===== src/lcd4_pkg.sv =====
`default_nettype none

package lcd4_pkg;

	localparam logic [2:0] ACT_INIT    = 3'd0;
	localparam logic [2:0] ACT_COMMAND = 3'd1;
	localparam logic [2:0] ACT_DATA    = 3'd2;
	localparam logic [2:0] ACT_CURSOR  = 3'd3;
	localparam logic [2:0] ACT_CLEAR   = 3'd4;

	localparam logic [7:0] CURSOR_BASE = 8'h80;
	localparam logic [7:0] ROW1_OFFSET = 8'h40;

	typedef struct packed {
		logic [2:0] action;
		logic [7:0] byte_value;
		logic [5:0] column;
		logic [1:0] row;
	} req_t;

	typedef struct packed {
		logic        rs_level;
		logic [3:0]  nibble;
		logic        enable_level;
		logic [15:0] hold_us;
		logic        last;
	} step_t;

	typedef enum logic [1:0] {
		RS_KEEP,
		RS_ZERO,
		RS_REQ
	} rs_sel_t;

	typedef enum logic [1:0] {
		NIB_CONST,
		NIB_HIGH,
		NIB_LOW
	} nib_sel_t;

	typedef enum logic [2:0] {
		HOLD_1,
		HOLD_100,
		HOLD_150,
		HOLD_2000,
		HOLD_5000,
		HOLD_50000
	} hold_t;

	localparam int unsigned PC_W = 6;
	typedef logic [PC_W-1:0] pc_t;

	localparam pc_t PC_BYTE  = 6'd0;
	localparam pc_t PC_INIT  = 6'd6;
	localparam pc_t PC_CLEAR = 6'd46;
	localparam pc_t PC_END   = 6'd52;

	typedef struct packed {
		logic       wait_only;
		rs_sel_t    rs_sel;
		nib_sel_t   nib_sel;
		logic [3:0] nib_const;
		logic       enable;
		hold_t      hold;
		logic       last;
		logic       loop;
	} cw_t;

	function automatic logic [15:0] hold_value(hold_t h);
		logic [15:0] v;
		begin
			case (h)
				HOLD_1:     v = 16'd1;
				HOLD_100:   v = 16'd100;
				HOLD_150:   v = 16'd150;
				HOLD_2000:  v = 16'd2000;
				HOLD_5000:  v = 16'd5000;
				HOLD_50000: v = 16'd50000;
				default:    v = 16'd1;
			endcase
			return v;
		end
	endfunction

	function automatic cw_t uc_wait(hold_t h, logic last, logic loop);
		cw_t w;
		begin
			w.wait_only = 1'b1;
			w.rs_sel    = RS_KEEP;
			w.nib_sel   = NIB_CONST;
			w.nib_const = 4'h0;
			w.enable    = 1'b0;
			w.hold      = h;
			w.last      = last;
			w.loop      = loop;
			return w;
		end
	endfunction

	function automatic cw_t uc_strobe(rs_sel_t rs, nib_sel_t ns, logic [3:0] k,
			logic [1:0] phase);
		cw_t w;
		begin
			w.wait_only = 1'b0;
			w.rs_sel    = rs;
			w.nib_sel   = ns;
			w.nib_const = k;
			w.last      = 1'b0;
			w.loop      = 1'b0;
			case (phase)
				2'd0: begin
					w.enable = 1'b0;
					w.hold   = HOLD_1;
				end
				2'd1: begin
					w.enable = 1'b1;
					w.hold   = HOLD_1;
				end
				default: begin
					w.enable = 1'b0;
					w.hold   = HOLD_100;
				end
			endcase
			return w;
		end
	endfunction

	// Microcode store. The byte routine serves commands, data and cursor moves;
	// initialisation falls through into the clear routine, which runs twice.
	function automatic cw_t ucode(pc_t pc);
		cw_t w;
		begin
			w = uc_wait(HOLD_1, 1'b1, 1'b0);
			case (pc)
				6'd0:  w = uc_strobe(RS_REQ, NIB_HIGH, 4'h0, 2'd0);
				6'd1:  w = uc_strobe(RS_REQ, NIB_HIGH, 4'h0, 2'd1);
				6'd2:  w = uc_strobe(RS_REQ, NIB_HIGH, 4'h0, 2'd2);
				6'd3:  w = uc_strobe(RS_REQ, NIB_LOW, 4'h0, 2'd0);
				6'd4:  w = uc_strobe(RS_REQ, NIB_LOW, 4'h0, 2'd1);
				6'd5: begin
					w = uc_strobe(RS_REQ, NIB_LOW, 4'h0, 2'd2);
					w.last = 1'b1;
				end
				6'd6:  w = uc_wait(HOLD_50000, 1'b0, 1'b0);
				6'd7:  w = uc_strobe(RS_KEEP, NIB_CONST, 4'h3, 2'd0);
				6'd8:  w = uc_strobe(RS_KEEP, NIB_CONST, 4'h3, 2'd1);
				6'd9:  w = uc_strobe(RS_KEEP, NIB_CONST, 4'h3, 2'd2);
				6'd10: w = uc_wait(HOLD_5000, 1'b0, 1'b0);
				6'd11: w = uc_strobe(RS_KEEP, NIB_CONST, 4'h3, 2'd0);
				6'd12: w = uc_strobe(RS_KEEP, NIB_CONST, 4'h3, 2'd1);
				6'd13: w = uc_strobe(RS_KEEP, NIB_CONST, 4'h3, 2'd2);
				6'd14: w = uc_wait(HOLD_150, 1'b0, 1'b0);
				6'd15: w = uc_strobe(RS_KEEP, NIB_CONST, 4'h3, 2'd0);
				6'd16: w = uc_strobe(RS_KEEP, NIB_CONST, 4'h3, 2'd1);
				6'd17: w = uc_strobe(RS_KEEP, NIB_CONST, 4'h3, 2'd2);
				6'd18: w = uc_strobe(RS_KEEP, NIB_CONST, 4'h2, 2'd0);
				6'd19: w = uc_strobe(RS_KEEP, NIB_CONST, 4'h2, 2'd1);
				6'd20: w = uc_strobe(RS_KEEP, NIB_CONST, 4'h2, 2'd2);
				6'd21: w = uc_strobe(RS_ZERO, NIB_CONST, 4'h2, 2'd0);
				6'd22: w = uc_strobe(RS_ZERO, NIB_CONST, 4'h2, 2'd1);
				6'd23: w = uc_strobe(RS_ZERO, NIB_CONST, 4'h2, 2'd2);
				6'd24: w = uc_strobe(RS_ZERO, NIB_CONST, 4'h8, 2'd0);
				6'd25: w = uc_strobe(RS_ZERO, NIB_CONST, 4'h8, 2'd1);
				6'd26: w = uc_strobe(RS_ZERO, NIB_CONST, 4'h8, 2'd2);
				6'd27: w = uc_strobe(RS_ZERO, NIB_CONST, 4'h0, 2'd0);
				6'd28: w = uc_strobe(RS_ZERO, NIB_CONST, 4'h0, 2'd1);
				6'd29: w = uc_strobe(RS_ZERO, NIB_CONST, 4'h0, 2'd2);
				6'd30: w = uc_strobe(RS_ZERO, NIB_CONST, 4'hC, 2'd0);
				6'd31: w = uc_strobe(RS_ZERO, NIB_CONST, 4'hC, 2'd1);
				6'd32: w = uc_strobe(RS_ZERO, NIB_CONST, 4'hC, 2'd2);
				6'd33: w = uc_strobe(RS_ZERO, NIB_CONST, 4'h0, 2'd0);
				6'd34: w = uc_strobe(RS_ZERO, NIB_CONST, 4'h0, 2'd1);
				6'd35: w = uc_strobe(RS_ZERO, NIB_CONST, 4'h0, 2'd2);
				6'd36: w = uc_strobe(RS_ZERO, NIB_CONST, 4'h6, 2'd0);
				6'd37: w = uc_strobe(RS_ZERO, NIB_CONST, 4'h6, 2'd1);
				6'd38: w = uc_strobe(RS_ZERO, NIB_CONST, 4'h6, 2'd2);
				6'd39: w = uc_strobe(RS_ZERO, NIB_CONST, 4'h0, 2'd0);
				6'd40: w = uc_strobe(RS_ZERO, NIB_CONST, 4'h0, 2'd1);
				6'd41: w = uc_strobe(RS_ZERO, NIB_CONST, 4'h0, 2'd2);
				6'd42: w = uc_strobe(RS_ZERO, NIB_CONST, 4'h1, 2'd0);
				6'd43: w = uc_strobe(RS_ZERO, NIB_CONST, 4'h1, 2'd1);
				6'd44: w = uc_strobe(RS_ZERO, NIB_CONST, 4'h1, 2'd2);
				6'd45: w = uc_wait(HOLD_5000, 1'b0, 1'b0);
				6'd46: w = uc_strobe(RS_ZERO, NIB_CONST, 4'h0, 2'd0);
				6'd47: w = uc_strobe(RS_ZERO, NIB_CONST, 4'h0, 2'd1);
				6'd48: w = uc_strobe(RS_ZERO, NIB_CONST, 4'h0, 2'd2);
				6'd49: w = uc_strobe(RS_ZERO, NIB_CONST, 4'h1, 2'd0);
				6'd50: w = uc_strobe(RS_ZERO, NIB_CONST, 4'h1, 2'd1);
				6'd51: w = uc_strobe(RS_ZERO, NIB_CONST, 4'h1, 2'd2);
				6'd52: w = uc_wait(HOLD_2000, 1'b1, 1'b1);
				default: w = uc_wait(HOLD_1, 1'b1, 1'b0);
			endcase
			return w;
		end
	endfunction

endpackage

`default_nettype wire


===== src/char_lcd_4bit_interface_sequencer.sv =====
`default_nettype none

// Four-bit character LCD sequencer. Each request (initialise, command byte,
// data byte, cursor move or clear) becomes a run of pin steps, one step per
// clock while the step channel is not stalled: 6 steps for a byte or cursor
// move, 14 for a clear and 54 for the initialisation, the last one marked.
// The rate is set by a step counter walking a microcode store, one control
// word per step. A new request is taken on the clock after the final step of
// the previous run has entered the output register; actions 5 to 7 are
// accepted but give no steps. Each step carries the hold time in
// microseconds for the host to time.

module char_lcd_4bit_interface_sequencer (
	input  logic            clk,
	input  logic            arst_n,
	input  logic            req_valid,
	output logic            req_stall,
	input  lcd4_pkg::req_t  req_data,
	output logic            step_valid,
	input  logic            step_stall,
	output lcd4_pkg::step_t step_data
);
	import lcd4_pkg::*;

	logic       busy_q;
	logic       pass_q;
	pc_t        pc_q;
	logic [7:0] byte_q;
	logic       rs_req_q;
	logic       step_valid_q;
	step_t      step_q;

	cw_t        cw;
	logic       accept;
	logic       emit;
	logic       take_jump;
	logic       end_run;
	logic       known;
	pc_t        entry;
	logic [7:0] cursor_off;
	logic [7:0] cursor_addr;
	step_t      next_step;

	assign req_stall  = busy_q;
	assign accept     = req_valid && !busy_q;
	assign cw         = ucode(pc_q);
	assign emit       = busy_q && (!step_valid_q || !step_stall);
	assign take_jump  = cw.loop && !pass_q;
	assign end_run    = cw.last && !take_jump;
	assign step_valid = step_valid_q;
	assign step_data  = step_q;

	assign cursor_off  = (req_data.row == 2'd0) ? 8'h00 : ROW1_OFFSET;
	assign cursor_addr = CURSOR_BASE | ({2'b00, req_data.column} + cursor_off);

	always_comb begin
		known = 1'b1;
		entry = PC_BYTE;
		case (req_data.action)
			ACT_INIT:    entry = PC_INIT;
			ACT_CLEAR:   entry = PC_CLEAR;
			ACT_COMMAND: entry = PC_BYTE;
			ACT_DATA:    entry = PC_BYTE;
			ACT_CURSOR:  entry = PC_BYTE;
			default:     known = 1'b0;
		endcase
	end

	always_ff @(posedge clk or negedge arst_n) begin
		if (!arst_n) begin
			busy_q <= 1'b0;
			pass_q <= 1'b0;
			pc_q   <= PC_BYTE;
		end else if (accept) begin
			busy_q <= known;
			pass_q <= 1'b0;
			pc_q   <= entry;
		end else if (emit) begin
			if (end_run) begin
				busy_q <= 1'b0;
			end else if (take_jump) begin
				pc_q   <= PC_CLEAR;
				pass_q <= 1'b1;
			end else begin
				pc_q <= pc_q + 1'b1;
			end
		end
	end

	always_ff @(posedge clk) begin
		if (accept) begin
			byte_q   <= (req_data.action == ACT_CURSOR) ? cursor_addr : req_data.byte_value;
			rs_req_q <= (req_data.action == ACT_DATA);
		end
	end

	lcd4_pins u_pins (
		.clk      (clk),
		.arst_n   (arst_n),
		.load     (emit),
		.cw       (cw),
		.req_rs   (rs_req_q),
		.req_byte (byte_q),
		.last     (end_run),
		.step     (next_step)
	);

	always_ff @(posedge clk or negedge arst_n) begin
		if (!arst_n) begin
			step_valid_q <= 1'b0;
		end else if (emit) begin
			step_valid_q <= 1'b1;
		end else if (!step_stall) begin
			step_valid_q <= 1'b0;
		end
	end

	always_ff @(posedge clk) begin
		if (emit) begin
			step_q <= next_step;
		end
	end

	a_run_ends: assert property (@(posedge clk) disable iff (!arst_n)
		emit && end_run |=> !busy_q)
		else $error("sequencer still busy after the final step");

	a_pc_range: assert property (@(posedge clk) disable iff (!arst_n)
		busy_q |-> pc_q <= PC_END)
		else $error("step counter outside the program");

	a_unknown: assert property (@(posedge clk) disable iff (!arst_n)
		accept && !known |=> !busy_q)
		else $error("unknown action started a run");

	a_strobe_short: assert property (@(posedge clk) disable iff (!arst_n)
		step_valid_q && step_q.enable_level |-> step_q.hold_us == 16'd1)
		else $error("enable high for longer than one microsecond");

	a_last_low: assert property (@(posedge clk) disable iff (!arst_n)
		step_valid_q && step_q.last |-> !step_q.enable_level)
		else $error("run ended with enable high");

endmodule

`default_nettype wire


===== src/lcd4_pins.sv =====
`default_nettype none

module lcd4_pins (
	input  logic            clk,
	input  logic            arst_n,
	input  logic            load,
	input  lcd4_pkg::cw_t   cw,
	input  logic            req_rs,
	input  logic [7:0]      req_byte,
	input  logic            last,
	output lcd4_pkg::step_t step
);
	import lcd4_pkg::*;

	logic       rs_q;
	logic [3:0] data_q;
	logic       en_q;
	logic       rs_n;
	logic [3:0] nib_n;
	logic       en_n;

	always_comb begin
		rs_n  = rs_q;
		nib_n = data_q;
		en_n  = en_q;
		if (!cw.wait_only) begin
			case (cw.rs_sel)
				RS_ZERO: rs_n = 1'b0;
				RS_REQ:  rs_n = req_rs;
				default: rs_n = rs_q;
			endcase
			case (cw.nib_sel)
				NIB_HIGH: nib_n = req_byte[7:4];
				NIB_LOW:  nib_n = req_byte[3:0];
				default:  nib_n = cw.nib_const;
			endcase
			en_n = cw.enable;
		end
	end

	always_comb begin
		step.rs_level     = rs_n;
		step.nibble       = nib_n;
		step.enable_level = en_n;
		step.hold_us      = hold_value(cw.hold);
		step.last         = last;
	end

	always_ff @(posedge clk or negedge arst_n) begin
		if (!arst_n) begin
			rs_q   <= 1'b0;
			data_q <= 4'h0;
			en_q   <= 1'b0;
		end else if (load) begin
			rs_q   <= rs_n;
			data_q <= nib_n;
			en_q   <= en_n;
		end
	end

endmodule

`default_nettype wire


===== config.mk =====
export PLATFORM = sky130hd
export DESIGN_NAME = char_lcd_4bit_interface_sequencer
export DESIGN_NICKNAME = d
export VERILOG_FILES = /design/src/lcd4_pkg.sv /design/src/char_lcd_4bit_interface_sequencer.sv /design/src/lcd4_pins.sv
export SDC_FILE = /design/constraint.sdc
export NUM_CORES = 1
export LEC_CHECK = 0
export ABC_AREA = 1
export BUFFER_PORTS_ARGS = -buffer_cell sky130_fd_sc_hd__buf_2
export CORE_MARGIN = 8
export CORE_UTILIZATION = 51
export DETAILED_ROUTE_END_ITERATION = 8
export GPL_ROUTABILITY_DRIVEN = 0
export MAX_ROUTING_LAYER = met4
export PLACE_DENSITY = 0.74
export RECOVER_POWER = 50
export SETUP_SLACK_MARGIN = 0.1
export SLEW_MARGIN = 20
export SYNTH_ARGS = -nofsm -noshare
export SYNTH_HDL_FRONTEND = slang
export SYNTH_SLANG_ARGS = --single-unit

===== constraint.sdc =====
create_clock -name clk -period 3.65 [get_ports clk]
set_clock_uncertainty 0.05 [all_clocks]
set_input_delay 0.73 -clock clk [delete_from_list [all_inputs] [get_ports clk]]
set_output_delay 0.73 -clock clk [all_outputs]
set_load 0.03 [all_outputs]

== Word-level counts from Yosys, hierarchy flattened ==
Memory sizes are Yosys's and may differ from the RTL's.
Index checks and enable logic that the tools add are counted.

* Bits in read-only memories: 960
* Input bits: 23
* Register bits after elaboration: 47
* Memories: 1
* Output and inout bits: 25
* Logic and storage cells: 75

* Reductions and logical operators: 19
* Eq/ne operators: 15
* Multiplexer cells: 23
* Add/sub/neg operators: 2

{| class="wikitable"
|+ Memory list
! name !! depth !! bits a word !! rd ports !! clocked after Yosys merged registers in !! write ports !! line !! text
|-
| (no name shown) || 64 || 15 || 1 || 0 || 0 || lcd4_pkg.sv:134 || <nowiki>case (pc)</nowiki>
|}

{| class="wikitable"
|+ Operators with widths
! cell !! number
|-
| $pmux W16 S5 || 1
|-
| $mux W6 || 4
|-
| $mux W7 || 2
|-
| $eq A3 B2 Y1 const B || 4
|-
| $mux W1 || 12
|-
| $pmux W6 S2 || 1
|-
| $eq A3 B3 Y1 const B || 3
|-
| $pmux W4 S2 || 1
|-
| $add A6 B7 Y7 || 1
|-
| $add A6 B1 Y6 const B || 1
|-
| $eq A3 B1 Y1 const B || 2
|-
| $reduce_bool A2 Y1 || 3
|-
| $logic_not A1 Y1 || 5
|-
| $reduce_or A5 Y1 || 1
|-
| $eq A2 B1 Y1 const B || 2
|-
| $eq A2 B2 Y1 const B || 2
|-
| $logic_and A1 B1 Y1 || 4
|-
| $mux W4 || 1
|-
| $reduce_and A2 Y1 || 2
|-
| $logic_not A3 Y1 || 1
|-
| $reduce_and A3 Y1 || 1
|-
| $logic_not A2 Y1 || 1
|-
| $ne A2 B1 Y1 const B || 1
|-
| $ne A2 B2 Y1 const B || 1
|-
| other kinds (2) || 2
|}

== Longest topological paths before layout ==
* Depth in word-level cells: 7
* Depth in mapped cells: 13
* Gate-level depth less buffers: 13

== Cells and area by module ==
From an unflattened synthesis, not the netlist that was laid out.

* Cell total of the unflattened synthesis: 358
* Area, all modules: 2935.3 um2

{| class="wikitable"
|+ Modules (own cells, without submodules)
! module !! area each (um2) !! times used !! cells each !! sequential area each (um2)
|-
| char_lcd_4bit_interface_sequencer || 2263.4 || 1 || 251 || 1186.1
|-
| lcd4_pins || 671.9 || 1 || 107 || 150.1
|}

== Least setup slack after synthesis ==
OpenSTA, ideal clock, no wires.

* Kind: reg-to-reg
* Start point: register pc_q[5]
* End point: register step_q, in the netlist step_data[20], data pin
* Setup time: 0.258 ns
* Data arrival time: 1.739 ns
* Clock period less this slack: 2.047 ns
* Slack: 1.603 ns
* Data required time: 3.342 ns
* Path buffers: 1
* Cell stages (with the launch flop): 12
* Cell sequence: dfrtp_1 inv_1 buf_2 nand2_1 a21oi_1 o21ai_0 ha_1 inv_1 nor2_1 nand3_1 nand3_1 nand2_1

{| class="wikitable"
|+ RTL lines
! item !! line !! text
|-
| from (decl) || char_lcd_4bit_interface_sequencer.sv:27 || <nowiki>pc_t pc_q;</nowiki>
|-
| from (signal assigned) || char_lcd_4bit_interface_sequencer.sv:77 || <nowiki>pc_q <= entry;</nowiki>
|-
| from (signal assigned) || char_lcd_4bit_interface_sequencer.sv:85 || <nowiki>pc_q <= pc_q + 1'b1;</nowiki>
|-
| to (signal assigned) || char_lcd_4bit_interface_sequencer.sv:120 || <nowiki>step_q <= next_step;</nowiki>
|-
| to (decl) || char_lcd_4bit_interface_sequencer.sv:31 || <nowiki>step_t step_q;</nowiki>
|}

==> flow_summary.ini <==
[power]
finalPower_w = 0.00283
p_switching_w = 0.00145
p_clk_frac = 0.103
p_per_area_nw_per_um2 = 1010
ir_drop_mv = 0.482
p_leak_nw = 1.38
seq_power_share = 0.324
internal_power_w = 0.00138
swShare = 0.511
combPwrFrac = 0.573

[final_layout]
area_growth_pct = 11.1
post-route-util = 0.592
antenna_cells = 0
drive_gt1_frac = 0.0865
finish.net_count = 404
final-seq-area_sq_um = 1190
fillCellCount = 478
multi_input_area_sq_um = 1120

[die]
chipHeight_um = 86.5
die_area_sq_um = 7480
pin_count = 48
die_x_um = 86.5
core-area_sq_um = 4750
initial_core_util = 0.533
rows = 25

[synthesis]
synth-compound-area-share = 0.0701
ys.flop_type = edfxtp_1
ys_types = 26
synth_top_family_by_area = simple AND/OR/NAND/NOR gates
synth-edff-count = 27
seq_area_frac_synth = 0.468
yosysTopAreaCell = edfxtp_1
synthMostInstantiatedCell = nand2_1
synth_xor_area_frac = 0.0104
netlist_top_cells_count = nand2_1, inv_1, edfxtp_1
syn_area_sq_um = 2530
ys_top_cells_by_area = edfxtp_1, nand2_1, dfrtp_1, ha_1, inv_1
ys_warn_count = 0
synth_mux_area_frac = 0
synth_top_area_frac = 0.320
synthCells = 328
yosys.area_share.simple = 0.300
synth_area_per_cell_sq_um = 7.72
yosys_register_bits = 42
synth_adder_area_share = 0.0593
async_flop_share = 0.357

[min_path]
hp-class = reg -> reg

[critical_path]
worst-setup-path-type = reg -> reg
crit_required_ns = 3.65
critPathArrivalTime_ns = 2.47
critPathMaxFanout = 11
startpoint_type = flop
end_kind = flop

[clock_network]
htree_levels = 2
clk_root_buffer_cell = clkbuf_8
cts_buffers = 5
cts_tree = built
cts-resized-gates = 0
cts_sinks = 42
cts_hold_buf = 0
cts.path.max_buffers = 2
clock_latency_ns = 0.29
cts.clk_slew.worst_paths_ns = 0.08
cts_setup_buffers = 0

[sta]
fmax_mhz = 405
timing.final.crit_share = 0.677
fin_tns_setup_ns = 0
worst_pin_slew_ns = 0.941
fin_crit_ns = 2.47
setup_viol = 0
finalHoldViolations = 0
slew_headroom = 0.372
rsz0062_at_grt = false
final_critical_path_setup_slack_ns = 1.18
drv_slew = 0

[drt]
post_drt_wl_per_cell_um = 12.9
wirelength_um = 5630
drtPass1Iterations = 4
num_vias = 2217
drtIter0Drc = 193
drc = 0
antenna_left = 0
vias_per_cell = 5.07

[global_routing]
grt_max_degree = 28
grt_usage = 0.163
grt_pass1_vias = 2100
grt.busiest_layer = met2
grt_overflow = 0
grt_use_met2 = 0.243
grt_use_met1 = 0.204
grt_pass1_wl_um = 9490
grt_antenna_before_repair = 0
met3_usage = 0.0302

[outcome]
outcome = completed

[place]
io_buffers = 45
place_ws_ns = 1.22
hpwl_um = 4360

[flow_run]
max_cap_violations = 0
power by group through the flow:
stage,Sequential [W],Combinational (W),Clock (W)
after detailed placement,0.000920,0.00165,0
after global routing,0.000948,0.00185,0.000316
final,0.000917,0.00162,0.000292
after global placement,0.000917,0.00161,0
after CTS,0.000912,0.00166,0.000303
after floorplan,0.00108,0.00113,0
logic make-up (layout without fill, tap and decap cells):
group	after synthesis	count (layout)
other cells	1	2
flops	42	42
fa+ha+maj	12	12
buf+inv	50	91
compound gates	33	33
xor+xnor	3	3
simple gates	187	187
area by class of cell:
cell class / instances / area share
clock inverters: 2 / 0.00489
clock buffers: 6 / 0.0258
well taps: 67 / 0.0298
flip-flops and latches: 42 / 0.421
inverters: 38 / 0.0507
multi-input cells: 237 / 0.399
repair buffers: 45 / 0.0689
path summary, 6_finish.rpt:
check	startpoint	endpoint	slack, ns	cells past startpoint
worst min register to register	u_pins.rs_q	u_pins.rs_q	0.44	2
worst max register to register	pc_q[5]	step_data[20]	1.18	10
max in group asynchronous	arst_n	u_pins.en_q	2.50	1
min in group asynchronous	arst_n	u_pins.rs_q	0.49	1
worst max-delay path	pc_q[5]	step_data[20]	1.18	10
worst min-delay path	u_pins.rs_q	u_pins.rs_q	0.44	2
critical path: stages (launching register included):
cell     delay, ns
dfrtp_1       0.47
inv_1         0.33
nand2_1       0.18
a21oi_1       0.18
o21ai_0       0.15
ha_1          0.39
inv_1         0.10
nor2_1        0.14
nand3_1       0.09
nand3_1       0.08
nand2_1       0.07
placed cells by master, fill, tap and decap left out, types with 2 or more instances in the layout:
cell type	netlist	routed
edfxtp_1	27	27
clkbuf_1	0	26
ha_1	12	12
a21oi_1	9	9
nand2_1	122	122
o211ai_1	2	2
nor2_1	26	26
o21ai_1	6	6
conb_1	1	2
o22ai_1	2	2
nand3_1	26	26
inv_1	36	37
nor2_2	2	2
xor2_1	3	3
nand4_1	3	3
clkbuf_8	0	5
o21ai_0	12	12
buf_2	3	20
dfrtp_1	15	15
nor3_1	5	5
stage by stage:
stage / std cells / cell area, sq um / hold slack, ns
CTS: 437 / 2850 / 0.290
detailed placement: 429 / 2760 / 0.420
global route: 437 / 2820 / 0.471
floorplan: 329 / 2540 / 0.384
finish: 437 / 2820 / 0.436
global placement: 429 / 2760 / 0.417
sequential cells by signal, indices dropped and copies added, names as in the netlist:
| name | cells |
|---|---|
| step_data | 18 |
| byte_q | 8 |
| pc_q | 6 |
| u_pins.data_q | 4 |
| pass_q | 1 |
| req_stall | 1 |
| rs_req_q | 1 |
| step_valid | 1 |
| u_pins.en_q | 1 |
| u_pins.rs_q | 1 |
layer usage:
metal / up-vias / share of wire
met2: 92 / 0.45
met1: 984 / 0.46
met4: 0 / 0.029
li1: 1126 / -
met3: 15 / 0.060
met5: - / 0
(Power assumes the default switching activity.)
